===== src/design/edpu_pkg.sv =====
`timescale 1ns / 1ps

package edpu_pkg;

    // line store geometry
    localparam int MAX_WIDTH    = 1024;
    localparam int LINE_COUNT   = 4;
    localparam int HEIGHT_LIMIT = 4096;
    localparam int PIX_W        = 8;
    localparam int COL_W        = $clog2(MAX_WIDTH);
    localparam int ROW_W        = $clog2(HEIGHT_LIMIT);
    localparam int SLOT_W       = $clog2(LINE_COUNT);
    localparam int WORD_W       = PIX_W * LINE_COUNT;
    localparam int SUB_COUNT    = 9;
    localparam int OUT_W        = PIX_W * SUB_COUNT;

    // register field widths
    localparam int WIDTH_REG_W  = 11;
    localparam int HEIGHT_REG_W = 13;
    localparam int ZOOM_REG_W   = 2;
    localparam int CFG_DATA_W   = 13;

    typedef logic [PIX_W-1:0]  pix_t;
    typedef logic [WORD_W-1:0] word_t;
    typedef logic [SLOT_W-1:0] slot_t;
    typedef logic [COL_W-1:0]  col_t;
    typedef logic [OUT_W-1:0]  block_t;

    typedef enum logic [1:0] {
        REG_IMAGE_WIDTH   = 2'd0,
        REG_IMAGE_HEIGHT  = 2'd1,
        REG_ZOOM_FACTOR   = 2'd2,
        REG_SMOOTH_ENABLE = 2'd3
    } cfg_index_t;

    typedef enum logic {
        CMD_PIXEL = 1'b0,
        CMD_DRAIN = 1'b1
    } cmd_t;

    localparam logic [ZOOM_REG_W-1:0] ZOOM_3X = 2'd3;

    // line store access issued with an accepted beat
    typedef struct packed {
        logic  we;
        col_t  waddr;
        slot_t wslot;
        pix_t  wdata;
        logic  re;
        col_t  raddr_a;
        col_t  raddr_b;
    } mem_req_t;

    // beat waiting for its line store read data
    typedef struct packed {
        logic  valid;
        logic  shift;
        logic  emit;
        logic  line_start;
        logic  line_end;
        logic  fwd_a;
        logic  fwd_b;
        slot_t wslot;
        pix_t  pix;
        logic  use_pix;
        slot_t slot_m2;
        slot_t slot_m1;
        slot_t slot_c;
        slot_t slot_p1;
        slot_t slot_p2;
        logic  last;
        logic  zoom3;
        logic  smooth;
    } stage_t;

    typedef struct packed {
        pix_t a, b, c, d, e, f, g, h, i, j, k, l, m;
    } nbr_t;

    function automatic pix_t lane(word_t w, slot_t s);
        return w[PIX_W*s +: PIX_W];
    endfunction

    function automatic word_t put_lane(word_t w, slot_t s, pix_t p);
        word_t r;
        r = w;
        r[PIX_W*s +: PIX_W] = p;
        return r;
    endfunction

    // edge rules for one centre, packed sub0 in the lowest byte
    function automatic block_t sfx_block(nbr_t n, logic smooth, logic zoom3);
        pix_t   ev [SUB_COUNT];
        logic   c0, c1, c2, c3;
        block_t r;
        for (int k = 0; k < SUB_COUNT; k++) begin
            ev[k] = n.e;
        end
        c0 = n.e != n.a || n.e == n.c || n.e == n.g || n.a == n.j || n.a == n.k;
        c1 = n.e != n.c || n.e == n.a || n.e == n.i || n.c == n.j || n.c == n.l;
        c2 = n.e != n.g || n.e == n.a || n.e == n.i || n.g == n.k || n.g == n.m;
        c3 = n.e != n.i || n.e == n.c || n.e == n.g || n.i == n.l || n.i == n.m;
        if (smooth && n.b != n.h && n.d != n.f) begin
            if (n.d == n.b && c0) ev[0] = n.d;
            if (n.b == n.f && c1) ev[1] = n.f;
            if (n.d == n.h && c2) ev[2] = n.d;
            if (n.h == n.f && c3) ev[3] = n.f;
            if ((n.d == n.b && n.e != n.c && c0) || (n.b == n.f && n.e != n.a && c1))
                ev[5] = n.b;
            if ((n.d == n.b && n.e != n.g && c0) || (n.d == n.h && n.e != n.a && c2))
                ev[6] = n.d;
            if ((n.b == n.f && n.e != n.i && c3 && n.e != n.c) ||
                (n.h == n.f && n.e != n.c && c1 && n.e != n.i))
                ev[7] = n.f;
            if ((n.d == n.h && n.e != n.i && c3 && n.e != n.g) ||
                (n.h == n.f && n.e != n.g && c2 && n.e != n.i))
                ev[8] = n.h;
        end
        if (zoom3) begin
            r = {ev[3], ev[8], ev[2], ev[7], ev[4], ev[6], ev[1], ev[5], ev[0]};
        end else begin
            r = {{(5*PIX_W){1'b0}}, ev[3], ev[2], ev[1], ev[0]};
        end
        return r;
    endfunction

endpackage


===== src/design/edpu_ctrl.sv =====
`timescale 1ns / 1ps

module edpu_ctrl (
    input  logic                              aclk,
    input  logic                              aresetn,
    input  logic                              cfg_valid,
    output logic                              cfg_ready,
    input  logic [1:0]                        cfg_index,
    input  logic [edpu_pkg::CFG_DATA_W-1:0]   cfg_data,
    input  logic                              s_axis_tvalid,
    output logic                              s_axis_tready,
    input  logic [7:0]                        s_axis_tdata,
    input  logic                              s_axis_tuser,
    input  logic                              advance,
    output edpu_pkg::stage_t                  stage,
    output edpu_pkg::mem_req_t                mem_req
);

    localparam int CW = edpu_pkg::COL_W;
    localparam int RW = edpu_pkg::ROW_W;

    logic [edpu_pkg::WIDTH_REG_W-1:0]  width_reg;
    logic [edpu_pkg::HEIGHT_REG_W-1:0] height_reg;
    logic [edpu_pkg::ZOOM_REG_W-1:0]   zoom_reg;
    logic                              smooth_reg;

    logic [CW-1:0] in_col_reg, in_col_next, out_col_reg, out_col_next;
    logic [RW-1:0] in_row_reg, in_row_next, out_row_reg, out_row_next;
    logic          draining_reg, draining_next;
    edpu_pkg::stage_t stage_reg, stage_next;

    logic [edpu_pkg::WIDTH_REG_W-1:0]  wdec;
    logic [edpu_pkg::HEIGHT_REG_W-1:0] hdec;
    logic [CW-1:0] wm1, col, cx, x, addr_a, addr_b;
    logic [RW-1:0] hm1, row, cy, y;
    logic [CW:0]   x2;
    logic [RW:0]   y1, y2;
    logic          accept, is_drain, pix_go, drn_go, line_end, last_c;

    assign cfg_ready = 1'b1;

    // configuration registers
    always_ff @(posedge aclk) begin
        if (!aresetn) begin
            width_reg  <= 11'd320;
            height_reg <= 13'd200;
            zoom_reg   <= 2'd2;
            smooth_reg <= 1'b1;
        end else if (cfg_valid) begin
            case (edpu_pkg::cfg_index_t'(cfg_index))
                edpu_pkg::REG_IMAGE_WIDTH:   width_reg  <= cfg_data[edpu_pkg::WIDTH_REG_W-1:0];
                edpu_pkg::REG_IMAGE_HEIGHT:  height_reg <= cfg_data;
                edpu_pkg::REG_ZOOM_FACTOR:   zoom_reg   <= cfg_data[edpu_pkg::ZOOM_REG_W-1:0];
                edpu_pkg::REG_SMOOTH_ENABLE: smooth_reg <= cfg_data[0];
                default: ;
            endcase
        end
    end

    // clamped image size, as last index
    always_comb begin
        wdec = width_reg - 1'b1;
        hdec = height_reg - 1'b1;
        if (width_reg == '0)
            wm1 = '0;
        else if (width_reg > edpu_pkg::WIDTH_REG_W'(edpu_pkg::MAX_WIDTH))
            wm1 = CW'(edpu_pkg::MAX_WIDTH - 1);
        else
            wm1 = wdec[CW-1:0];
        if (height_reg == '0)
            hm1 = '0;
        else if (height_reg > edpu_pkg::HEIGHT_REG_W'(edpu_pkg::HEIGHT_LIMIT))
            hm1 = RW'(edpu_pkg::HEIGHT_LIMIT - 1);
        else
            hm1 = hdec[RW-1:0];
    end

    assign s_axis_tready = !stage_reg.valid || advance;
    assign accept        = s_axis_tvalid && s_axis_tready;
    assign is_drain      = edpu_pkg::cmd_t'(s_axis_tuser) == edpu_pkg::CMD_DRAIN;
    assign pix_go        = !is_drain && !draining_reg;
    assign drn_go        = is_drain && draining_reg;

    // centre position, read addresses and line slots
    always_comb begin
        col = (in_col_reg > wm1) ? wm1 : in_col_reg;
        row = (in_row_reg > hm1) ? hm1 : in_row_reg;
        cx  = (out_col_reg > wm1) ? wm1 : out_col_reg;
        cy  = (out_row_reg > hm1) ? hm1 : out_row_reg;
        x   = pix_go ? col : cx;
        y   = pix_go ? row - RW'(2) : cy;
        line_end = x == wm1;
        last_c   = drn_go && cx == wm1 && cy == hm1;
        x2 = {1'b0, x} + (CW+1)'(2);
        if (line_end)
            addr_a = '0;
        else if (x2 > {1'b0, wm1})
            addr_a = wm1;
        else
            addr_a = x2[CW-1:0];
        addr_b = (wm1 == '0) ? '0 : CW'(1);
        y1 = {1'b0, y} + (RW+1)'(1);
        y2 = {1'b0, y} + (RW+1)'(2);

        stage_next            = '0;
        stage_next.valid      = s_axis_tvalid;
        stage_next.shift      = pix_go || drn_go;
        stage_next.emit       = (pix_go && row >= RW'(2)) || drn_go;
        stage_next.line_start = x == '0;
        stage_next.line_end   = line_end;
        stage_next.fwd_a      = pix_go && line_end && col == '0;
        stage_next.fwd_b      = pix_go && line_end && col == addr_b;
        stage_next.wslot      = row[edpu_pkg::SLOT_W-1:0];
        stage_next.pix        = s_axis_tdata;
        stage_next.use_pix    = pix_go;
        stage_next.slot_m2    = (y < RW'(2)) ? '0 :
                                y[edpu_pkg::SLOT_W-1:0] - edpu_pkg::SLOT_W'(2);
        stage_next.slot_m1    = (y == '0) ? '0 :
                                y[edpu_pkg::SLOT_W-1:0] - edpu_pkg::SLOT_W'(1);
        stage_next.slot_c     = y[edpu_pkg::SLOT_W-1:0];
        stage_next.slot_p1    = (y1 > {1'b0, hm1}) ? hm1[edpu_pkg::SLOT_W-1:0] :
                                y1[edpu_pkg::SLOT_W-1:0];
        stage_next.slot_p2    = (y2 > {1'b0, hm1}) ? hm1[edpu_pkg::SLOT_W-1:0] :
                                y2[edpu_pkg::SLOT_W-1:0];
        stage_next.last       = last_c;
        stage_next.zoom3      = zoom_reg == edpu_pkg::ZOOM_3X;
        stage_next.smooth     = smooth_reg;

        mem_req.we      = accept && pix_go;
        mem_req.waddr   = col;
        mem_req.wslot   = row[edpu_pkg::SLOT_W-1:0];
        mem_req.wdata   = s_axis_tdata;
        mem_req.re      = accept;
        mem_req.raddr_a = addr_a;
        mem_req.raddr_b = addr_b;
    end

    // raster counters
    always_comb begin
        in_col_next   = in_col_reg;
        in_row_next   = in_row_reg;
        out_col_next  = out_col_reg;
        out_row_next  = out_row_reg;
        draining_next = draining_reg;
        if (accept && pix_go) begin
            if (row >= RW'(2)) begin
                if (col == wm1) begin
                    out_col_next = '0;
                    out_row_next = row - RW'(1);
                end else begin
                    out_col_next = col + CW'(1);
                    out_row_next = row - RW'(2);
                end
            end
            if (col == wm1) begin
                in_col_next = '0;
                if (row == hm1) begin
                    in_row_next   = '0;
                    draining_next = 1'b1;
                end else begin
                    in_row_next = row + RW'(1);
                end
            end else begin
                in_col_next = col + CW'(1);
                in_row_next = row;
            end
        end else if (accept && drn_go) begin
            if (last_c) begin
                out_col_next  = '0;
                out_row_next  = '0;
                draining_next = 1'b0;
            end else if (cx == wm1) begin
                out_col_next = '0;
                out_row_next = cy + RW'(1);
            end else begin
                out_col_next = cx + CW'(1);
                out_row_next = cy;
            end
        end
    end

    always_ff @(posedge aclk) begin
        if (!aresetn) begin
            in_col_reg   <= '0;
            in_row_reg   <= '0;
            out_col_reg  <= '0;
            out_row_reg  <= '0;
            draining_reg <= 1'b0;
            stage_reg    <= '0;
        end else begin
            in_col_reg   <= in_col_next;
            in_row_reg   <= in_row_next;
            out_col_reg  <= out_col_next;
            out_row_reg  <= out_row_next;
            draining_reg <= draining_next;
            if (s_axis_tready) begin
                stage_reg <= stage_next;
            end
        end
    end

    assign stage = stage_reg;

endmodule


===== config.mk =====
export PLATFORM = sky130hd
export DESIGN_NAME = edpu_ctrl
export DESIGN_NICKNAME = d
export VERILOG_FILES = /design/src/design/edpu_pkg.sv /design/src/design/edpu_ctrl.sv
export SDC_FILE = /design/constraint.sdc
export NUM_CORES = 1
export LEC_CHECK = 0
export ABC_CLOCK_PERIOD_IN_PS = 8800
export BUFFER_PORTS_ARGS = -buffer_cell sky130_fd_sc_hd__buf_2
export CAP_MARGIN = 15
export CORE_ASPECT_RATIO = 1.75
export CORE_MARGIN = 2
export CORE_UTILIZATION = 50
export CTS_CLUSTER_SIZE = 30
export DETAILED_ROUTE_END_ITERATION = 7
export HOLD_SLACK_MARGIN = 0.05
export PLACE_DENSITY = 0.69
export REMOVE_ABC_BUFFERS = 1
export SLEW_MARGIN = 5
export SYNTH_ARGS = -nofsm -noshare
export SYNTH_HDL_FRONTEND = slang
export SYNTH_SLANG_ARGS = --single-unit
export TNS_END_PERCENT = 50

===== constraint.sdc =====
create_clock -name aclk -period 8.8 [get_ports aclk]
set_input_delay 1.32 -clock aclk [delete_from_list [all_inputs] [get_ports aclk]]
set_output_delay 1.32 -clock aclk [all_outputs]
set_load 0.03 [all_outputs]

=== After elaboration in Yosys (flattened, before gate mapping) ===
Index checks and enable logic that the tools add are counted.

* Add/sub/neg operators: 13
* Order comparisons: 11
* Equality and inequality tests: 13
* Mux-type cells: 36
* Reductions and logical operators: 32

{| class="wikitable"
|+ Operator list
! operator !! count
|-
| 12-bit two-way mux || 13
|-
| 10-bit two-way mux || 13
|-
| 10-bit == test || 3
|-
| 10-bit zero test || 3
|-
| 13-bit by 12-bit > comparator with 1-bit output || 2
|-
| 12-bit by 1-bit adder with 12-bit output (second input constant) || 2
|-
| 12-bit == test || 2
|-
| 12-bit > comparator || 2
|-
| 12-bit by 1-bit subtractor with 12-bit output (second input constant) || 2
|-
| 10-bit by 1-bit adder with 10-bit output (second input constant) || 2
|-
| 10-bit > comparator || 2
|-
| 12-bit by 1-bit adder with 13-bit output (second input constant) || 1
|-
| 12-bit by 2-bit adder with 13-bit output (second input constant) || 1
|-
| 13-bit > comparator (second input constant) || 1
|-
| 13-bit zero test || 1
|-
| 12-bit by 2-bit greater-or-equal comparator with 1-bit output (second input constant) || 1
|-
| 12-bit zero test || 1
|-
| 12-bit by 2-bit < comparator with 1-bit output (second input constant) || 1
|-
| 12-bit by 2-bit subtractor with 12-bit output (second input constant) || 1
|-
| 10-bit by 2-bit adder with 11-bit output (second input constant) || 1
|-
| 11-bit by 10-bit > comparator with 1-bit output || 1
|-
| 11-bit > comparator (second input constant) || 1
|-
| 1-bit logical AND || 11
|-
| 11-bit zero test || 1
|-
| 15 further kinds || 36
|}

* Flip-flop bits (word level): 103

=== Longest topological paths before layout ===
* Depth in word-level cells: 11
* Gate-level depth with buffers: 35
* Depth with buffers taken out: 33

=== Least setup slack after synthesis ===
Ideal clock, no wire load.

* Path type: reg2out
* From: register width_reg[0] in the netlist's numbering
* To: output mem_req[19] in the netlist's numbering
* Data arrival time: 7.234 ns
* Required time: 7.480 ns
* Setup slack: 0.246 ns
* Stages on the path, launching flop included: 30
* Path through: dfxtp_1 -> or4_1 -> clkbuf_1 -> o31ai_1 -> o41ai_1 -> a31oi_1 -> inv_1 -> ha_1 -> a21o_1 -> a21o_1 -> a221oi_1 -> o21a_1 -> nor2_1 -> clkbuf_1 -> a21oi_1 -> inv_1 -> a21o_1 -> inv_1 -> ha_1 -> nand3_1 -> nor3_1 -> xnor2_1 -> inv_1 -> ha_1 -> and4_1 -> nand4_1 -> o221ai_1 -> o21ai_1 -> and2_1 -> a211oi_1

{| class="wikitable"
|+ RTL lines
! what !! line !! text
|-
| start: declaration || edpu_ctrl.sv:22 || <nowiki>logic [edpu_pkg::WIDTH_REG_W-1:0] width_reg;</nowiki>
|-
| start signal: assignment || edpu_ctrl.sv:51 || <nowiki>edpu_pkg::REG_IMAGE_WIDTH: width_reg <= cfg_data[edpu_pkg::WIDTH_REG_W-1:0];</nowiki>
|-
| end: declaration || edpu_ctrl.sv:16 || <nowiki>output edpu_pkg::mem_req_t mem_req</nowiki>
|}

==> key figures <==
Synthesis
  • Share of flip-flops with an asynchronous set or reset: 0
  • Distinct cells, synth: 87
  • Syn_area_per_cell: 7.53 µm²
  • Yosys top cell by area: dfxtp_1
  • Top post-synthesis cells by area: dfxtp_1 (19%), ha_1 (11%), xnor2_1 (5.9%)
  • Register area share after synthesis: 0.191
  • Mapped Cells: 1433
  • Number of flops mapped to enable cells by yosys: 0
  • Post-synthesis cell area: 10800 µm²
  • Seq cells post-synth: 103
  • Yosys top cell area share: 0.191
  • Post-synth top flop: dfxtp_1
  • Synth Warn #: 0

Clock tree
  • H-Tree Depth: 3
  • CTS Root Cell: clkbuf_16
  • Post-CTS Setup Bufs: 0
  • Worst-skew pair later-pin latency: 370 ps
  • Reg clk slew, reported paths: 70 ps
  • Clock sink count: 103
  • # hold bufs at CTS: 0
  • CTS tree: built
  • CTS Buffer Depth: 2
  • CTS buffer count: 9

Timing
  • Final Hold Vio Count: 0
  • Final setup viols: 0
  • Crit path time final: 8390 ps
  • Clock Skew: 10.8 ps
  • Normalized max-slew margin: 0.362
  • Fin crit share: 0.954
  • Pin slew with the least headroom to its limit: 944 ps
  • Setup TNS: 0 ps
  • Max Freq: 119 MHz
  • Final hold slack: 462 ps
  • Max Slew Vio Count: 0

Min path
  • Worst Hold Path EP: stage[12]$_SDFFE_PN0N_
  • Hold depth: 2
  • Hold path start: stage[12]$_SDFFE_PN0N_
  • Min-delay worst type: reg2reg

Place
  • GP Congestion: 1.02
  • Port Buffers: 93
  • Dpl hpwl: 30500 µm
  • Placed standard-cell area: 11500 µm²

Global route
  • Gr ovfl total: 0
  • Vias in the first global route: 10900
  • Total track usage: 0.340
  • Initial antenna violation count: 0
  • Largest net degree at the start of global routing: 103
  • First-pass GRT wire length: 59500 µm

Floorplan
  • Die width: 115 µm
  • Die Y: 198 µm
  • I/O Pins: 104
  • Core area: 21300 µm²
  • Initial core utilization: 0.506
  • Die ar.: 22800 µm²
  • Row count: 71

Detailed routing
  • DR vias: 11400
  • Remaining antenna violation count: 0
  • Drt via density: 6.49
  • Residual DRC: 0
  • Drt total wl: 39200 µm
  • DRT iter0 DRCs: 816
  • Drt wl/cell: 22.2 µm
  • DR pass1 iterations: 5

Worst setup path
  • Most frequent CP cell: ha_1
  • Startpoint types: flip-flop
  • Critical Path Start: width_reg[0]$_SDFFE_PN0P_
  • Crit. End Element: primary output
  • CP required: 7480 ps
  • Reg-to-Reg Start: height_reg[0]$_SDFFE_PN0P_
  • Kind of critical path: reg2out
  • Worst path slowest cell: or4_1
  • Slowest stage delay, CP: 660 ps
  • Delay-heaviest family, CP: compound AO/OA/AOI/OAI gates
  • Maximum fanout along the worst path: 10
  • Critical path arrival: 7070 ps
  • Worst Path Buf+Inv: 4
  • Reg2reg end: stage[6]$_SDFFE_PN0N_
  • FF-to-FF path depth: 31
  • Reg2reg setup slack: 510 ps

Cells and area
  • Fill cell total of the finished layout: 2119
  • Final core occ: 0.558
  • Max reg flops: 31
  • ANT cells: 0
  • Commonest non-fill, non-tap cells in the layout: nand2_1 (152), dfxtp_1 (103), ha_1 (95)
  • Layout Nets: 1626
  • Share of layout cells above drive strength 1: 0.147
  • Fin area: 11900 µm²
  • P&R area growth vs syn: 10.3%
  • Commonest non-fill, non-tap cell in the layout: nand2_1

Power
  • PD cells: 128 nW/µm²
  • Clk pwr share: 0.267
  • P_leak: 4.98 nW
  • Combinational share of power: 0.397
  • Peak supply drop: 120 µV
  • Total net switching power: 0.000618 W
  • Net Sw Frac: 0.406
  • Internal: 0.000906 W
  • Register share of total power: 0.336

Run
  • Max-capacitance violation count: 0

Status
  • Status: completed
cell type report:
class	count	area (µm²)	area share
clock buffers	9	225	0.0189
clock inverters	7	73.8	0.00620
multi-input cells	1172	8120	0.683
flip-flops and latches	103	2060	0.173
inverters	77	290	0.0244
repair buffers	139	808	0.0679
well taps	255	319	0.0268
cell families (layout without fill, tap and decap cells):
group / after synthesis / after routing / share of synthesized area
other: 2 / 10 / 0.000696
adder cells (fa/ha/maj): 97 / 97 / 0.112
multiplexers: 39 / 39 / 0.0378
buffers and inverters: 166 / 232 / 0.0677
AO/OA/AOI/OAI: 398 / 398 / 0.254
XOR/XNOR: 105 / 105 / 0.0852
AND/OR/NAND/NOR: 523 / 523 / 0.251
flip-flops: 103 / 103 / 0.191
worst max-delay path by stage:
| stage | end | slack [ps] | cells past startpoint |
|---|---|---|---|
| floorplan | stage[6]$_SDFFE_PN0N_ | 320 | 30 |
| global placement | stage[6]$_SDFFE_PN0N_ | 180 | 30 |
| detailed placement | stage[6]$_SDFFE_PN0N_ | 220 | 30 |
| CTS | stage[6]$_SDFFE_PN0N_ | 130 | 30 |
| global route | mem_req[12] | -10 | 30 |
| finish | mem_req[12] | 410 | 27 |
synthesized netlist by cell type (19+ instances only):
library cell / n
nand2_1: 152
dfxtp_1: 103
ha_1: 95
nor2_1: 82
a21oi_1: 79
xnor2_1: 73
inv_1: 71
o21ai_0: 68
nand3_1: 65
clkbuf_1: 50
nor3_1: 47
a21boi_0: 43
xor2_1: 32
nor2b_1: 30
mux2i_1: 27
o21a_1: 26
a21o_1: 24
buf_4: 24
nand4_1: 24
nor4_1: 22
a211oi_1: 19
power groups by stage:
| stage | clock network, W | logic (W) | registers (W) |
|---|---|---|---|
| after global placement | 0 | 0.000578 | 0.000521 |
| after global routing | 0.000431 | 0.000655 | 0.000515 |
| final | 0.000408 | 0.000605 | 0.000512 |
| after CTS | 0.000414 | 0.000588 | 0.000511 |
| after floorplan | 0 | 0.000368 | 0.000538 |
| after detailed placement | 0 | 0.000585 | 0.000521 |
timing repair:
action / 4_1_cts / 5_1_grt
setup endpoints to repair: 8 / 14
resized for setup: 3 / 15
endpoints found under the hold margin: 0 / 0
cloned: 0 / 0
routing by layer:
metal	track usage	vias to the layer above	share of wire
met1	0.346	5406	0.35
met2	0.604	469	0.51
met4	0.284	0	0.097
met5	0	-	0
li1	-	5355	-
met3	0.0435	207	0.047
per-stage QoR:
stage	worst slack [ps]	cells	total power [W]
final	405	1762	0.00152
after detailed placement	217	1745	0.00111
after floorplan	324	1352	0.000906
after global placement	184	1745	0.00110
after CTS	132	1761	0.00151
after global routing	-9.66	1762	0.00160
worst register-to-register path: cells and delay by family (launching register included):
kind                       cells  cell delay (ps)
muxes                          1              320
buffers and inverters          2              430
xor gates and xnor gates       1              150
DFF                            1              390
AOI/OAI and AO/OA             16             4220
adders and majority gates      4             1250
and+or+nand+nor                7             1420
No activity file was read; power rests on OpenSTA's default activity.
