File: src/design/edpu_pkg.sv
`timescale 1ns / 1ps

package edpu_pkg;

    // line store geometry
    localparam int MAX_WIDTH    = 1024;
    localparam int LINE_COUNT   = 4;
    localparam int HEIGHT_LIMIT = 4096;
    localparam int PIX_W        = 8;
    localparam int COL_W        = $clog2(MAX_WIDTH);
    localparam int ROW_W        = $clog2(HEIGHT_LIMIT);
    localparam int SLOT_W       = $clog2(LINE_COUNT);
    localparam int WORD_W       = PIX_W * LINE_COUNT;
    localparam int SUB_COUNT    = 9;
    localparam int OUT_W        = PIX_W * SUB_COUNT;

    // register field widths
    localparam int WIDTH_REG_W  = 11;
    localparam int HEIGHT_REG_W = 13;
    localparam int ZOOM_REG_W   = 2;
    localparam int CFG_DATA_W   = 13;

    typedef logic [PIX_W-1:0]  pix_t;
    typedef logic [WORD_W-1:0] word_t;
    typedef logic [SLOT_W-1:0] slot_t;
    typedef logic [COL_W-1:0]  col_t;
    typedef logic [OUT_W-1:0]  block_t;

    typedef enum logic [1:0] {
        REG_IMAGE_WIDTH   = 2'd0,
        REG_IMAGE_HEIGHT  = 2'd1,
        REG_ZOOM_FACTOR   = 2'd2,
        REG_SMOOTH_ENABLE = 2'd3
    } cfg_index_t;

    typedef enum logic {
        CMD_PIXEL = 1'b0,
        CMD_DRAIN = 1'b1
    } cmd_t;

    localparam logic [ZOOM_REG_W-1:0] ZOOM_3X = 2'd3;

    // line store access issued with an accepted beat
    typedef struct packed {
        logic  we;
        col_t  waddr;
        slot_t wslot;
        pix_t  wdata;
        logic  re;
        col_t  raddr_a;
        col_t  raddr_b;
    } mem_req_t;

    // beat waiting for its line store read data
    typedef struct packed {
        logic  valid;
        logic  shift;
        logic  emit;
        logic  line_start;
        logic  line_end;
        logic  fwd_a;
        logic  fwd_b;
        slot_t wslot;
        pix_t  pix;
        logic  use_pix;
        slot_t slot_m2;
        slot_t slot_m1;
        slot_t slot_c;
        slot_t slot_p1;
        slot_t slot_p2;
        logic  last;
        logic  zoom3;
        logic  smooth;
    } stage_t;

    typedef struct packed {
        pix_t a, b, c, d, e, f, g, h, i, j, k, l, m;
    } nbr_t;

    function automatic pix_t lane(word_t w, slot_t s);
        return w[PIX_W*s +: PIX_W];
    endfunction

    function automatic word_t put_lane(word_t w, slot_t s, pix_t p);
        word_t r;
        r = w;
        r[PIX_W*s +: PIX_W] = p;
        return r;
    endfunction

    // edge rules for one centre, packed sub0 in the lowest byte
    function automatic block_t sfx_block(nbr_t n, logic smooth, logic zoom3);
        pix_t   ev [SUB_COUNT];
        logic   c0, c1, c2, c3;
        block_t r;
        for (int k = 0; k < SUB_COUNT; k++) begin
            ev[k] = n.e;
        end
        c0 = n.e != n.a || n.e == n.c || n.e == n.g || n.a == n.j || n.a == n.k;
        c1 = n.e != n.c || n.e == n.a || n.e == n.i || n.c == n.j || n.c == n.l;
        c2 = n.e != n.g || n.e == n.a || n.e == n.i || n.g == n.k || n.g == n.m;
        c3 = n.e != n.i || n.e == n.c || n.e == n.g || n.i == n.l || n.i == n.m;
        if (smooth && n.b != n.h && n.d != n.f) begin
            if (n.d == n.b && c0) ev[0] = n.d;
            if (n.b == n.f && c1) ev[1] = n.f;
            if (n.d == n.h && c2) ev[2] = n.d;
            if (n.h == n.f && c3) ev[3] = n.f;
            if ((n.d == n.b && n.e != n.c && c0) || (n.b == n.f && n.e != n.a && c1))
                ev[5] = n.b;
            if ((n.d == n.b && n.e != n.g && c0) || (n.d == n.h && n.e != n.a && c2))
                ev[6] = n.d;
            if ((n.b == n.f && n.e != n.i && c3 && n.e != n.c) ||
                (n.h == n.f && n.e != n.c && c1 && n.e != n.i))
                ev[7] = n.f;
            if ((n.d == n.h && n.e != n.i && c3 && n.e != n.g) ||
                (n.h == n.f && n.e != n.g && c2 && n.e != n.i))
                ev[8] = n.h;
        end
        if (zoom3) begin
            r = {ev[3], ev[8], ev[2], ev[7], ev[4], ev[6], ev[1], ev[5], ev[0]};
        end else begin
            r = {{(5*PIX_W){1'b0}}, ev[3], ev[2], ev[1], ev[0]};
        end
        return r;
    endfunction

endpackage

File: src/design/edpu_kernel.sv
`timescale 1ns / 1ps

module edpu_kernel (
    input  logic                     aclk,
    input  logic                     aresetn,
    input  edpu_pkg::stage_t         stage,
    input  edpu_pkg::word_t          rdata_a,
    input  edpu_pkg::word_t          rdata_b,
    output logic                     advance,
    output logic                     m_axis_tvalid,
    input  logic                     m_axis_tready,
    output logic [edpu_pkg::OUT_W-1:0] m_axis_tdata,
    output logic                     m_axis_tlast
);

    edpu_pkg::word_t win_reg [5];
    edpu_pkg::word_t win_next [5];
    edpu_pkg::word_t pf0_reg, pf1_reg, pf0_next, pf1_next;
    edpu_pkg::nbr_t  nbr;
    edpu_pkg::block_t block;
    edpu_pkg::block_t data_reg;
    logic            valid_reg, last_reg, move;

    assign advance = !valid_reg || m_axis_tready;
    assign move    = stage.valid && advance && stage.shift;

    // column window x-2..x+2, at line start x-2..x+1 come from the prefetched columns
    always_comb begin
        if (stage.line_start) begin
            win_next[0] = pf0_reg;
            win_next[1] = pf0_reg;
            win_next[2] = pf0_reg;
            win_next[3] = pf1_reg;
            win_next[4] = stage.line_end ? pf1_reg : rdata_a;
        end else begin
            win_next[0] = win_reg[1];
            win_next[1] = win_reg[2];
            win_next[2] = win_reg[3];
            win_next[3] = win_reg[4];
            win_next[4] = stage.line_end ? win_reg[4] : rdata_a;
        end
        pf0_next = stage.fwd_a ? edpu_pkg::put_lane(rdata_a, stage.wslot, stage.pix) : rdata_a;
        pf1_next = stage.fwd_b ? edpu_pkg::put_lane(rdata_b, stage.wslot, stage.pix) : rdata_b;
    end

    // neighbourhood pick and edge rules
    always_comb begin
        nbr.j = edpu_pkg::lane(win_next[2], stage.slot_m2);
        nbr.a = edpu_pkg::lane(win_next[1], stage.slot_m1);
        nbr.b = edpu_pkg::lane(win_next[2], stage.slot_m1);
        nbr.c = edpu_pkg::lane(win_next[3], stage.slot_m1);
        nbr.k = edpu_pkg::lane(win_next[0], stage.slot_c);
        nbr.d = edpu_pkg::lane(win_next[1], stage.slot_c);
        nbr.e = edpu_pkg::lane(win_next[2], stage.slot_c);
        nbr.f = edpu_pkg::lane(win_next[3], stage.slot_c);
        nbr.l = edpu_pkg::lane(win_next[4], stage.slot_c);
        nbr.g = edpu_pkg::lane(win_next[1], stage.slot_p1);
        nbr.h = edpu_pkg::lane(win_next[2], stage.slot_p1);
        nbr.i = edpu_pkg::lane(win_next[3], stage.slot_p1);
        nbr.m = stage.use_pix ? stage.pix : edpu_pkg::lane(win_next[2], stage.slot_p2);
        block = edpu_pkg::sfx_block(nbr, stage.smooth, stage.zoom3);
    end

    // window and prefetch registers
    always_ff @(posedge aclk) begin
        if (move) begin
            for (int k = 0; k < 5; k++) begin
                win_reg[k] <= win_next[k];
            end
            if (stage.line_end) begin
                pf0_reg <= pf0_next;
                pf1_reg <= pf1_next;
            end
        end
    end

    // output register
    always_ff @(posedge aclk) begin
        if (!aresetn) begin
            valid_reg <= 1'b0;
        end else if (advance) begin
            valid_reg <= stage.valid && stage.emit;
        end
    end

    always_ff @(posedge aclk) begin
        if (advance) begin
            data_reg <= block;
            last_reg <= stage.last;
        end
    end

    assign m_axis_tvalid = valid_reg;
    assign m_axis_tdata  = data_reg;
    assign m_axis_tlast  = last_reg;

endmodule

File: config.mk
export PLATFORM = sky130hd
export DESIGN_NAME = edpu_kernel
export DESIGN_NICKNAME = d
export VERILOG_FILES = /design/src/design/edpu_pkg.sv /design/src/design/edpu_kernel.sv
export SDC_FILE = /design/constraint.sdc
export NUM_CORES = 1
export LEC_CHECK = 0
export BUFFER_PORTS_ARGS = -buffer_cell sky130_fd_sc_hd__buf_2
export CORE_ASPECT_RATIO = 1.4
export CORE_MARGIN = 2
export CORE_UTILIZATION = 30
export DETAILED_ROUTE_END_ITERATION = 10
export GPL_ROUTABILITY_DRIVEN = 0
export HOLD_SLACK_MARGIN = 0.02
export PLACE_DENSITY = 0.56
export SLEW_MARGIN = 20
export SYNTH_ARGS = -nofsm -noshare
export SYNTH_HDL_FRONTEND = slang
export SYNTH_SLANG_ARGS = --single-unit
File: constraint.sdc
create_clock -name aclk -period 7.5 [get_ports aclk]
set_input_delay 0.75 -clock aclk [delete_from_list [all_inputs] [get_ports aclk]]
set_output_delay 0.75 -clock aclk [all_outputs]
set_load 0.01 [all_outputs]
### After elaboration in Yosys (flattened, before gate mapping)

Memories as Yosys holds them, arrays and structs flattened.
Cells that the tools add are included.

* memories: 1
* register bits: 138
* memory bits (writable): 160
* output and inout port bits: 75

Memory list
* win_reg: words 5, bits a word 32, read ports 4, clocked after Yosys merged registers in 0, write ports 5, RTL line edpu_kernel.sv:16 `edpu_pkg::word_t win_reg [5];`

* mux-type cells: 21
* reductions and logical operators: 52
* eq/ne operators: 22
* add/subtract/negate cells: 1
* shift-type cells: 15

Operator list (number)
* 32-bit by 6-bit indexed part select with 8-bit output: 13
* 32-bit two-way mux: 7
* 160-bit two-way mux: 1
* 8-bit == test: 16
* 8-bit two-way mux: 9
* 32-bit bitwise mux: 2
* 8-bit != test: 6
* 5-bit negator with 34-bit output: 1
* 8-bit by 34-bit variable shift with 32-bit output, first input constant: 1
* 8-bit by 34-bit indexed part select with 32-bit output: 1
* 1-bit logical AND: 29
* 1-bit logical OR: 21
* 1-bit two-way mux: 2
* 2-bit AND reduction: 1
* 1-bit zero test: 1

### Longest topological paths before layout

Gate-level depths: netlist of the first run.
An unclocked memory read counts as a cell.

* depth in word-level cells: 15
* mapped depth: 17
* mapped depth without buffers: 10

### Worst setup path before layout of the first run

Ideal clock, no wire load.

* kind: input to register
* start: input m_axis_tready
* end: register pf0_reg[0], enable pin
* buffers on the path: 0
* library setup time: 0.428 ns
* arrival: 7.636 ns
* data required time: 7.072 ns
* cell stages on the path: 3
* setup slack: -0.565 ns
* path through: nand2b_1 and3_1 and2_1

* word-level cells in the longest chain between the ends: 4

Ends and longest elaborated chain
* start, declared: RTL line edpu_kernel.sv:11 `input logic m_axis_tready,`
* 1-bit logical OR: RTL line edpu_kernel.sv:24 `assign advance = !valid_reg || m_axis_tready;`
* 1-bit logical AND (2 in a row): RTL line edpu_kernel.sv:25 `assign move = stage.valid && advance && stage.shift;`
* net move: RTL line edpu_kernel.sv:22 `logic valid_reg, last_reg, move;`
* 2-bit AND reduction (no line)
* end signal, assigned: RTL line edpu_kernel.sv:71 `pf0_reg <= pf0_next;`
* end, declared: RTL line edpu_kernel.sv:18 `edpu_pkg::word_t pf0_reg, pf1_reg, pf0_next, pf1_next;`

The timed path passes the listed nets, and every way through them passes these cells.
A chain may end at the register's enable or synchronous reset.

### Worst setup path after layout of the first run

* start: input stage[5] (netlist bit)
* end: register data_reg[24] (netlist: m_axis_tdata[24]) (data pin)

* word-level cells in the longest chain between the ends: 11
* elaborated cells on any way between the ends: 38

Ends and longest elaborated chain
* start, declared: RTL line edpu_kernel.sv:6 `input edpu_pkg::stage_t stage,`
* 32-bit by 6-bit indexed part select with 8-bit output: RTL line edpu_pkg.sv:81 `return w[PIX_W*s +: PIX_W];`
* 8-bit != test: RTL line edpu_pkg.sv:101, edpu_pkg.sv:110
* 1-bit logical OR (4 in a row): RTL line edpu_pkg.sv:101 `c2 = n.e != n.g || n.e == n.a || n.e == n.i || n.g == n.k || n.g == n.m;`
* 1-bit logical AND: RTL line edpu_pkg.sv:110 `if ((n.d == n.b && n.e != n.g && c0) || (n.d == n.h && n.e != n.a && c2))`
* 1-bit logical OR: RTL line edpu_pkg.sv:110
* 8-bit two-way mux: RTL line edpu_pkg.sv:110
* 32-bit two-way mux: RTL line edpu_pkg.sv:103 `if (smooth && n.b != n.h && n.d != n.f) begin`
* 32-bit two-way mux (*): RTL line edpu_pkg.sv:119 `if (zoom3) begin`
* net block[24]: RTL line edpu_kernel.sv:20 `edpu_pkg::block_t block;`
* end signal, assigned: RTL line edpu_kernel.sv:88 `data_reg <= block;`
* end, declared: RTL line edpu_kernel.sv:21 `edpu_pkg::block_t data_reg;`

The timed path passes the listed nets; every way through them passes the cells marked *.

==> implementation parameters, run 1 <==
Parameter                              Value

Clocking
  Total clock sinks    266
  Number of CTS-inserted buffers    28
  Clock tree from TritonCTS    done
  Deepest clock path buffer count    3
  Quantity of hold-fixing buffers added after cts    0
  Count of instances resized after the clock tree is built    0
  Number of buffers inserted by post-CTS setup repair    0
  Clock transition at path regs    roughly 0.070 ns
  Worst-skew pair later-pin latency    0.59 ns
  Buffer cell driving the clock tree root    clkbuf_16
  Number of levels in the clock H-tree    1

Cells and area
  Flip-flop count of the largest register after layout    128
  Ratio of cells with drive above 1 in the final layout    30.50%
  Final Net Count    1,777
  Area grow syn2layout    13.15%
  Final non-filler cell area    22,220 µm²
  Highest-count cells in the layout ignoring fill and taps    edfxtp_1 (265), mux2i_1 (175), buf_2 (169), mux4_2 (160), nand2_1 (158)
  Leading cell type in the layout, fill and taps excluded    edfxtp_1

Setup path
  Critical path class    in -> reg
  Data arrival, critical path    5.38 ns
  Sort of element at the end of the critical path    flip-flop
  Largest driver fanout on the critical path    26
  Category of the worst setup path launch point    primary input
  Required time at the worst-slack endpoint    7.82 ns

Timing
  Sum Neg Setup Slack    0 ns
  Number of endpoints with negative hold slack in the final report    0
  Period utilization    between 60 and 70%
  Fin Hold WS    0.3417 ns
  Post-layout minimum cycle time    5.060 ns
  Worst Clk Skew    0.02738 ns
  Max_slew headroom    26.81%
  Max Transition Viols Final    0
  Final setup violation count    0
  Minimum setup slack in the final design    2.440 ns
  Measured slew at the worst slew-check pin    1.098 ns
  Peak Freq    197.6 MHz
  Unrepaired setup endpoints after global routing    no

Floorplanning
  Die area    67,560 µm²
  Die boundary width    approximately 220 µm
  Floorplan Core Area    roughly 65,000 µm²
  IO Count    approximately 170
  Overall die height    306.7 µm
  Floorplan row count    111
  Initial standard-cell utilization of the core    30.15%

Drt
  1st-pass router iterations    5
  Final WL    65,560 µm
  Wire length per cell after detailed routing    25.81 µm
  ANT nets after route    0
  Vias after detailed routing    roughly 14,000
  Violation count after the first detailed-route iteration    1,216
  DRC Markers    0
  Ratio of routed vias to standard cells    approximately 5.5

Logic synthesis
  Total of warnings raised by yosys    0
  Cell taking the most area after synthesis    edfxtp_1
  Synth async-reset ratio    0%
  Number of enable flip-flop cells after synthesis    265
  Sequential element share of the synthesized area    40.62%
  Post-Syn Nets    approximately 1,600
  Largest cells by area after synthesis    edfxtp_1 (41%), mux4_2 (18%), mux2i_1 (8.9%)
  Cell variety after synth    67
  Syn_area_per_cell    12.75 µm²
  Proportion of netlist area held by the largest area contributor    40.52%
  Instance count of the mapped netlist    1,540
  Synth Register Bits    266
  Cell area after technology mapping    around 20,000 µm²
  Most frequently used flop master after synthesis    edfxtp_1

Global route
  Wire length of the first global-routing pass    ~96,000 µm
  Antenna violations before repair    6
  Vias in the first global route    14,290
  Total global routing overflow    0
  Pin count of the biggest net entering global routing    109
  GR Util All Layers    19.25%

Hold path
  Hold/Removal Path Class    in -> reg

Place
  Post-detail-place hpwl    about 50,000 µm
  Pre-CTS worst setup slack    1.827 ns
  I/O Buffers    172
  Placed Instance Area    between 20,000 and 25,000 µm²

Power and ir drop
  Highest ir drop seen on vdd    158.4 µV
  Leakage power total    0.008359 µW
  Power consumption    4291 µW
  Power density cells    193.1 nW/µm²

Flow run
  Max cap viols    0

Status
  Result of the run    completed
## final cells by class
type | instances | area, µm²
Antenna cell | 1 | 2.502
Clock buffer | 30 | 729.5
Clock inverter | 18 | 202.7
Fill cell | 6368 | 42910
Inverter | 65 | 244.0
Multi-Input combinational cell | 1107 | 10870
Sequential cell | 266 | 7978
Tap cell | 847 | 1060
Timing Repair Buffer | 206 | 1131
## cells in the mapped netlist (3+ instances only)
master and count:
o211ai_1 7, nand2_1 158, a211oi_1 9, o31ai_1 16, and2_1 16, nor4_1 7, a21oi_1 9, o22ai_1 12
xnor2_1 90, nand4_1 16, xor2_1 89, buf_6 10, inv_1 64, nor3b_1 3, mux2i_2 3, buf_2 27
a221oi_1 7, mux2i_1 175, nand2b_1 5, mux2_2 80, a221o_1 9, mux4_1 6, o21ai_0 111, nor2_1 36
mux2i_4 4, clkbuf_1 37, ha_1 5, or3_1 5, mux4_2 160, a21o_1 5, edfxtp_1 265, nand3_1 10
nor3_1 16, buf_1 12, a2111oi_0 3, buf_4 14
## critical path: stages
cell and delay (ns):
buf_2 0.81, buf_4 0.40, mux4_2 0.54, mux2i_1 0.40
nand3_1 0.13, a2111oi_0 0.83, o211ai_1 0.17, a2111o_1 0.41
a22oi_4 0.47, mux2i_1 0.15, mux2_2 0.30
## cell families after synthesis
group                      count (synthesis)  share of synthesized area, %
muxes                                    429                         33.40
and+or+nand+nor                          292                         6.913
DFF                                      266                         40.62
AOI/OAI and AO/OA                        202                         6.581
xor gates and xnor gates                 179                         7.983
buffers and inverters                    167                         4.179
adders and majority gates                  5                        0.3186
## layer usage
layer | global-route usage (%) | share of wire, %
met3 | 2.502 | 5.6
met1 | 23.35 | 39
met2 | 33.70 | 51
met5 | 0 | 0.11
met4 | 8.756 | 4.8
## report_power, final
part | internal, µW | leakage [µW] | switching [µW]
clock network | 837 | 0.000452 | 619
registers | 1760 | 0.00260 | 77.5
logic | 429 | 0.00531 | 572
total | 3020 | 0.00836 | 1270
## path summary, 6_finish.rpt
| check | startpoint | end | slack (ns) | depth (start not counted) |
|---|---|---|---|---|
| min | stage[2] | m_axis_tlast | 0.34 | 1 |
| min reg2reg | win_reg[0][75] | win_reg[0][43] | 0.65 | 1 |
| max reg2reg | pf0_reg[11] | m_axis_tdata[12] | 2.69 | 9 |
| max | stage[5] | m_axis_tdata[24] | 2.44 | 11 |
## through the flow
step	util (%)	std cells
finish	34.12	2540
global route	34.12	2540
CTS	34.11	2539
detailed placement	32.68	2491
global placement	32.68	2491
floorplan	-	1540
Power figures use the tool's default switching activity.
==> run 2: changes to the inputs <==
- PLACE_DENSITY: 0.56 -> 0.55
- clock period: 7.5 -> 4.7 ns (I/O delays scaled with it)
==> run 2 against run 1 <==
Compared with the run above:
- critical path type is now reg -> reg
- setup slack worse by 2.0 ns
- largest cell class unchanged
- clock skew is 0.011 ns lower
- combinational power is 72% higher
- cell count is 3.8% higher
==> implementation parameters, run 2 (same netlist as run 1, synthesis figures left out) <==
Parameter                              Value

Global route
  Pin count of the biggest net entering global routing    129 (+18%)
  Total global routing overflow    0 (unchanged)
  GR Util All Layers    19.42% (+0.17 points)
  Antenna violations before repair    3 (-3)
  Vias in the first global route    14,724 (+3.0%)
  Wire length of the first global-routing pass    97,640 µm (+1.4%)

Drt
  Wire length per cell after detailed routing    24.95 µm (-3.3%)
  Violation count after the first detailed-route iteration    1,270 (+4.4%)
  Ratio of routed vias to standard cells    5.414 (-1.6%)
  ANT nets after route    0 (unchanged)
  DRC Markers    0 (unchanged)
  Vias after detailed routing    14,270 (+2.2%)
  Final WL    65,770 µm (+0.33%)
  1st-pass router iterations    5 (unchanged)

Clocking
  Buffer cell driving the clock tree root    clkbuf_16
  Quantity of hold-fixing buffers added after cts    0 (unchanged)
  Number of levels in the clock H-tree    1 (unchanged)
  Clock transition at path regs    0.07 ns (about the same)
  Total clock sinks    266 (unchanged)
  Number of CTS-inserted buffers    28 (unchanged)
  Worst-skew pair later-pin latency    0.58 ns (about the same)
  Number of buffers inserted by post-CTS setup repair    0 (unchanged)
  Deepest clock path buffer count    3 (unchanged)
  Count of instances resized after the clock tree is built    0 (unchanged)
  Clock tree from TritonCTS    done

Timing
  Number of endpoints with negative hold slack in the final report    0 (unchanged)
  Post-layout minimum cycle time    4.289 ns
  Final setup violation count    0 (unchanged)
  Sum Neg Setup Slack    0 ns (unchanged)
  Max_slew headroom    30.66% (+3.9 points)
  Unrepaired setup endpoints after global routing    no
  Period utilization    91.26%
  Minimum setup slack in the final design    0.4109 ns (-2.029 ns)
  Max Transition Viols Final    0 (unchanged)
  Peak Freq    233.2 MHz
  Measured slew at the worst slew-check pin    1.014 ns (-0.08403 ns)
  Worst Clk Skew    0.01673 ns (-0.01064 ns)

Setup path
  Cell with the largest stage delay on the worst path    mux4_1
  Top cell family by delay on the critical path    multiplexers
  Data arrival, critical path    4.60 ns (-0.78 ns)
  Required time at the worst-slack endpoint    5.01 ns (-2.81 ns)
  Category of the worst setup path launch point    flip-flop
  Critical path class    reg -> reg
  Largest driver fanout on the critical path    8 (-69%)
  Delay of the slowest cell on the worst path    0.59 ns (-0.24 ns)
  Cell breakdown of the critical path    mux4_1 -> mux2i_1 -> o21ai_0 -> a2111oi_0 -> and4_1 -> or4b_4 -> o211a_1 -> mux2_4 -> a221o_1
  Buf+Inv Stages, Crit Path    0 (-2)
  Sort of element at the end of the critical path    flip-flop

Cells and area
  Highest-count cells in the layout ignoring fill and taps    edfxtp_1 (265), mux2i_1 (175), buf_2 (169), mux4_2 (160), nand2_1 (158)
  Fill cell total of the finished layout    6,360 (-0.13%)
  Ratio of cells with drive above 1 in the final layout    34.32% (+3.8 points)
  Final Net Count    1,871 (+5.3%)
  Leading cell type in the layout, fill and taps excluded    edfxtp_1
  Flip-flop count of the largest register after layout    128 (unchanged)
  Number of inserted diodes    0 (-1)
  Area grow syn2layout    17.98%

Place
  Post-detail-place hpwl    52,320 µm (+3.1%)
  I/O Buffers    172 (unchanged)
  Pre-CTS worst setup slack    0.05603 ns (-1.771 ns)

Power and ir drop
  Highest ir drop seen on vdd    200.1 µV (+26%)
  Power density cells    307.2 nW/µm² (+59%)
  Leakage power total    0.008915 µW (+6.7%)

Floorplanning
  Floorplan row count    111 (unchanged)
  Die boundary width    220.2 µm (unchanged)
  Overall die height    306.7 µm (unchanged)
  Initial standard-cell utilization of the core    30.15% (unchanged)
  Die area    67,560 µm² (unchanged)
  IO Count    173 (unchanged)
  Floorplan Core Area    65,140 µm² (unchanged)

Flow run
  Max cap viols    0 (unchanged)

Hold path
  Hold/Removal Path Class    in -> reg

Status
  Result of the run    completed
-- run 2: worst paths after layout --
check                 startpoint  slack [ns]               end  cells past startpoint
setup reg to reg     pf0_reg[11]        0.41  m_axis_tdata[12]                      9
hold / removal          stage[2]        0.06      m_axis_tlast                      1
hold reg to reg   win_reg[0][91]        0.66    win_reg[0][59]                      1
setup / recovery     pf0_reg[11]        0.41  m_axis_tdata[12]                      9
-- run 2: per-layer routing --
layer	up-vias	share of wire (%)	GRT usage [%]
met4	2	4.5	7.898
met1	7134	40	24.39
met2	591	50	33.79
met3	127	5.6	2.107
met5	-	0.017	0
li1	6416	-	-
-- run 2: where the power goes --
| part | internal, µW | leakage [µW] | switching, µW |
|---|---|---|---|
| Combinational | 772 | 0.00582 | 948 |
| Sequential | 2800 | 0.00260 | 121 |
| Clock | 1470 | 0.000492 | 1010 |
| Total | 5040 | 0.00892 | 2080 |
-- run 2: per-stage QoR --
stage / hold WS (ns) / util [%] / power [µW] / instances / instance area [µm²]
2_1_floorplan: 0.5689 / - / 4021 / 1540 / 19650
3_3_place_gp: 0.6210 / 34.01 / 4682 / 2585 / 22160
3_5_place_dp: 0.6315 / 34.01 / 4704 / 2585 / 22160
4_1_cts: 0.03090 / 35.57 / 7190 / 2636 / 23170
5_1_grt: 0.04696 / 35.57 / 7394 / 2636 / 23170
6_report: 0.06248 / 35.57 / 7118 / 2636 / 23170
-- run 2: final cells by class --
type / count / area, µm² / share of cell area [%]
Multi-Input combinational cell: 1107 / 10870 / 46.93
Clock buffer: 32 / 737.0 / 3.181
Clock inverter: 19 / 277.8 / 1.199
Tap cell: 847 / 1060 / 4.574
Inverter: 65 / 244.0 / 1.053
Sequential cell: 266 / 7978 / 34.43
Timing Repair Buffer: 300 / 1999 / 8.629
==> run 3: changes to the inputs <==
- CORE_MARGIN: 2 -> unset
- RECOVER_POWER: unset -> 50
==> run 3 against run 2 <==
Compared with the run above:
- the run now ends with capacitance limit, slew limit left
- clock-buffer cell count down 1
- global-route usage increased by 0.27 points
- setup slack better by 0.13 ns
- via count grew 0.50%
- sequential cell count stayed put
==> implementation parameters, run 3 (same netlist as run 1, synthesis figures left out) <==
Parameter                              Value

Status
  Result of the run    finished with violations
  Violations in the final reports    capacitance limit, slew limit

Global route
  Antenna violations before repair    4 (+1)
  Vias in the first global route    14,785 (+0.41%)
  Busiest layer in global routing    met2
  Met3 capacity usage during global routing    1.936% (-0.17 points)
  GR Util All Layers    19.69% (+0.27 points)
  Met1 track demand over resource    24.51% (+0.11 points)
  Total global routing overflow    0 (unchanged)
  Pin count of the biggest net entering global routing    76 (-41%)
  Wire length of the first global-routing pass    97,790 µm (+0.15%)
  Global Route met2 Usage    34.90% (+1.1 points)

Flow run
  Max cap viols    2 (+2)

Setup path
  Category of the worst setup path launch point    flip-flop
  Slack of the worst reg-to-reg path    0.54 ns (+0.13 ns)
  Critical path class    reg -> reg
  Reg-to-reg startpoint    pf0_reg[11]
  Capture point of the worst reg-to-reg path    m_axis_tdata[13]
  Buf+Inv Stages, Crit Path    1 (+1)
  Cell breakdown of the critical path    mux4_1 -> mux2i_1 -> xor2_1 -> or4_1 -> or4b_4 -> o211a_1 -> buf_4 -> mux2i_1 -> a221o_1
  Sort of element at the end of the critical path    flip-flop
  Top cell by count, worst path    mux2i_1
  Data arrival, critical path    4.49 ns (-0.11 ns)
  Largest driver fanout on the critical path    8 (unchanged)
  Top cell family by delay on the critical path    multiplexers
  Required time at the worst-slack endpoint    5.03 ns (+0.02 ns)
  Delay of the slowest cell on the worst path    0.59 ns (about the same)
  Worst-case reg-to-reg path depth    9 (unchanged)
  Cell with the largest stage delay on the worst path    mux4_1

Power and ir drop
  Leakage power total    0.008508 µW (-4.6%)
  Power density cells    299.3 nW/µm² (-2.6%)
  Power consumption    6821 µW (-4.2%)
  Highest ir drop seen on vdd    180.8 µV (-9.7%)

Cells and area
  Leading cell type in the layout, fill and taps excluded    edfxtp_1
  Flip-flop count of the largest register after layout    128 (unchanged)
  Final Net Count    1,867 (-0.21%)
  Highest-count cells in the layout ignoring fill and taps    edfxtp_1 (265), mux2i_1 (175), mux4_2 (160), nand2_1 (158), o21ai_0 (111)
  Area grow syn2layout    16.06%
  Ratio of cells with drive above 1 in the final layout    28.16% (-6.2 points)

Drt
  Vias after detailed routing    14,341 (+0.50%)
  Wire length per cell after detailed routing    25.22 µm (+1.1%)
  Ratio of routed vias to standard cells    5.459 (+0.84%)
  1st-pass router iterations    6 (+1)
  DRC Markers    0 (unchanged)
  ANT nets after route    0 (unchanged)
  Violation count after the first detailed-route iteration    1,149 (-9.5%)
  Final WL    66,250 µm (+0.72%)

Floorplanning
  Overall die height    304.7 µm (-0.65%)
  Floorplan Core Area    64,550 µm² (-0.90%)
  Die boundary width    218.2 µm (-0.91%)
  Initial standard-cell utilization of the core    30.42% (+0.27 points)
  IO Count    173 (unchanged)
  Floorplan row count    110 (-0.90%)
  Die area    66,510 µm² (-1.6%)

Clocking
  Number of levels in the clock H-tree    1 (unchanged)
  Number of buffers inserted by post-CTS setup repair    0 (unchanged)
  Number of CTS-inserted buffers    28 (unchanged)
  Total clock sinks    266 (unchanged)
  Worst-skew pair later-pin latency    0.59 ns (about the same)
  Clock tree from TritonCTS    done
  Clock transition at path regs    0.07 ns (about the same)
  Buffer cell driving the clock tree root    clkbuf_16
  Deepest clock path buffer count    3 (unchanged)
  Count of instances resized after the clock tree is built    0 (unchanged)
  Quantity of hold-fixing buffers added after cts    0 (unchanged)

Timing
  Peak Freq    240.5 MHz (+3.1%)
  Worst Clk Skew    0.01174 ns (-0.004989 ns)
  Period utilization    88.49% (-2.8 points)
  Unrepaired setup endpoints after global routing    no
  Sum Neg Setup Slack    0 ns (unchanged)
  Measured slew at the worst slew-check pin    1.843 ns (+0.8295 ns)
  Max Transition Viols Final    108 (+108)
  Minimum setup slack in the final design    0.5412 ns (+0.1303 ns)
  Fin Hold WS    0.06862 ns (+0.006137 ns)
  Post-layout minimum cycle time    4.159 ns (-0.1303 ns)
  Number of endpoints with negative hold slack in the final report    0 (unchanged)
  Final setup violation count    0 (unchanged)
  Max_slew headroom    -22.89% (-54 points)

Hold path
  Start point of the worst hold path    stage[2]
  Destination of the worst hold path    m_axis_tlast
  Cells on Worst Hold Path    1 (unchanged)
  Hold/Removal Path Class    in -> reg

Place
  Pre-CTS worst setup slack    0.1415 ns (+0.08550 ns)
  Post-detail-place hpwl    52,200 µm (-0.23%)
  I/O Buffers    172 (unchanged)
run 3: cell count changes in the layout (fill, tap and decap cells not counted), sizes merged:
| cell | before | now |
|---|---|---|
| clkbuf | 32 | 116 |
| bufinv | 6 | 1 |
| inv | 69 | 67 |
| clkinv | 7 | 9 |
| clkinvlp | 2 | 9 |
| diode | 0 | 1 |
| buf | 300 | 211 |
run 3: layout make-up:
class | count | area, µm²
Inverter | 65 | 244.0
Tap cell | 840 | 1051
Clock buffer | 31 | 733.2
Sequential cell | 266 | 7978
Fill cell | 6334 | 41760
Timing Repair Buffer | 296 | 1757
Multi-Input combinational cell | 1107 | 10860
Clock inverter | 21 | 163.9
Antenna cell | 1 | 2.502
run 3: metal layers:
| layer | vias up | part of all wire, % | routed length [µm] |
|---|---|---|---|
| met4 | 2 | 3.7 | 2439 |
| met1 | 7162 | 40 | 26430 |
| met3 | 126 | 5.4 | 3596 |
| met2 | 635 | 51 | 33770 |
| met5 | - | 0.017 | 11 |
| li1 | 6416 | - | - |
run 3: power breakdown:
group | switching (µW) | leakage (µW) | internal [µW] | total, µW
combinational | 947 | 0.00549 | 740 | 1690
sequential | 119 | 0.00260 | 2800 | 2920
clock | 1020 | 0.000413 | 1190 | 2210
total | 2090 | 0.00851 | 4730 | 6820
run 3: per-stage QoR:
stage	util [%]	instances	cell area [µm²]
3_3_place_gp	34.17	2574	22050
3_5_place_dp	34.17	2574	22050
6_report	35.31	2627	22790
5_1_grt	35.31	2627	22790
4_1_cts	35.56	2626	22950
2_1_floorplan	-	1540	19650
run 3: how the worst max path moves through the flow:
stage                     start                to  slack, ns  cells after the start
floorplan              stage[7]  m_axis_tdata[12]       0.50                     12
global placement       stage[9]  m_axis_tdata[26]       0.20                     13
detailed placement    stage[27]  m_axis_tdata[26]       0.14                     12
CTS                 pf0_reg[11]  m_axis_tdata[13]       0.58                      9
global route        pf0_reg[11]  m_axis_tdata[28]       0.29                      9
finish              pf0_reg[11]  m_axis_tdata[13]       0.54                      9
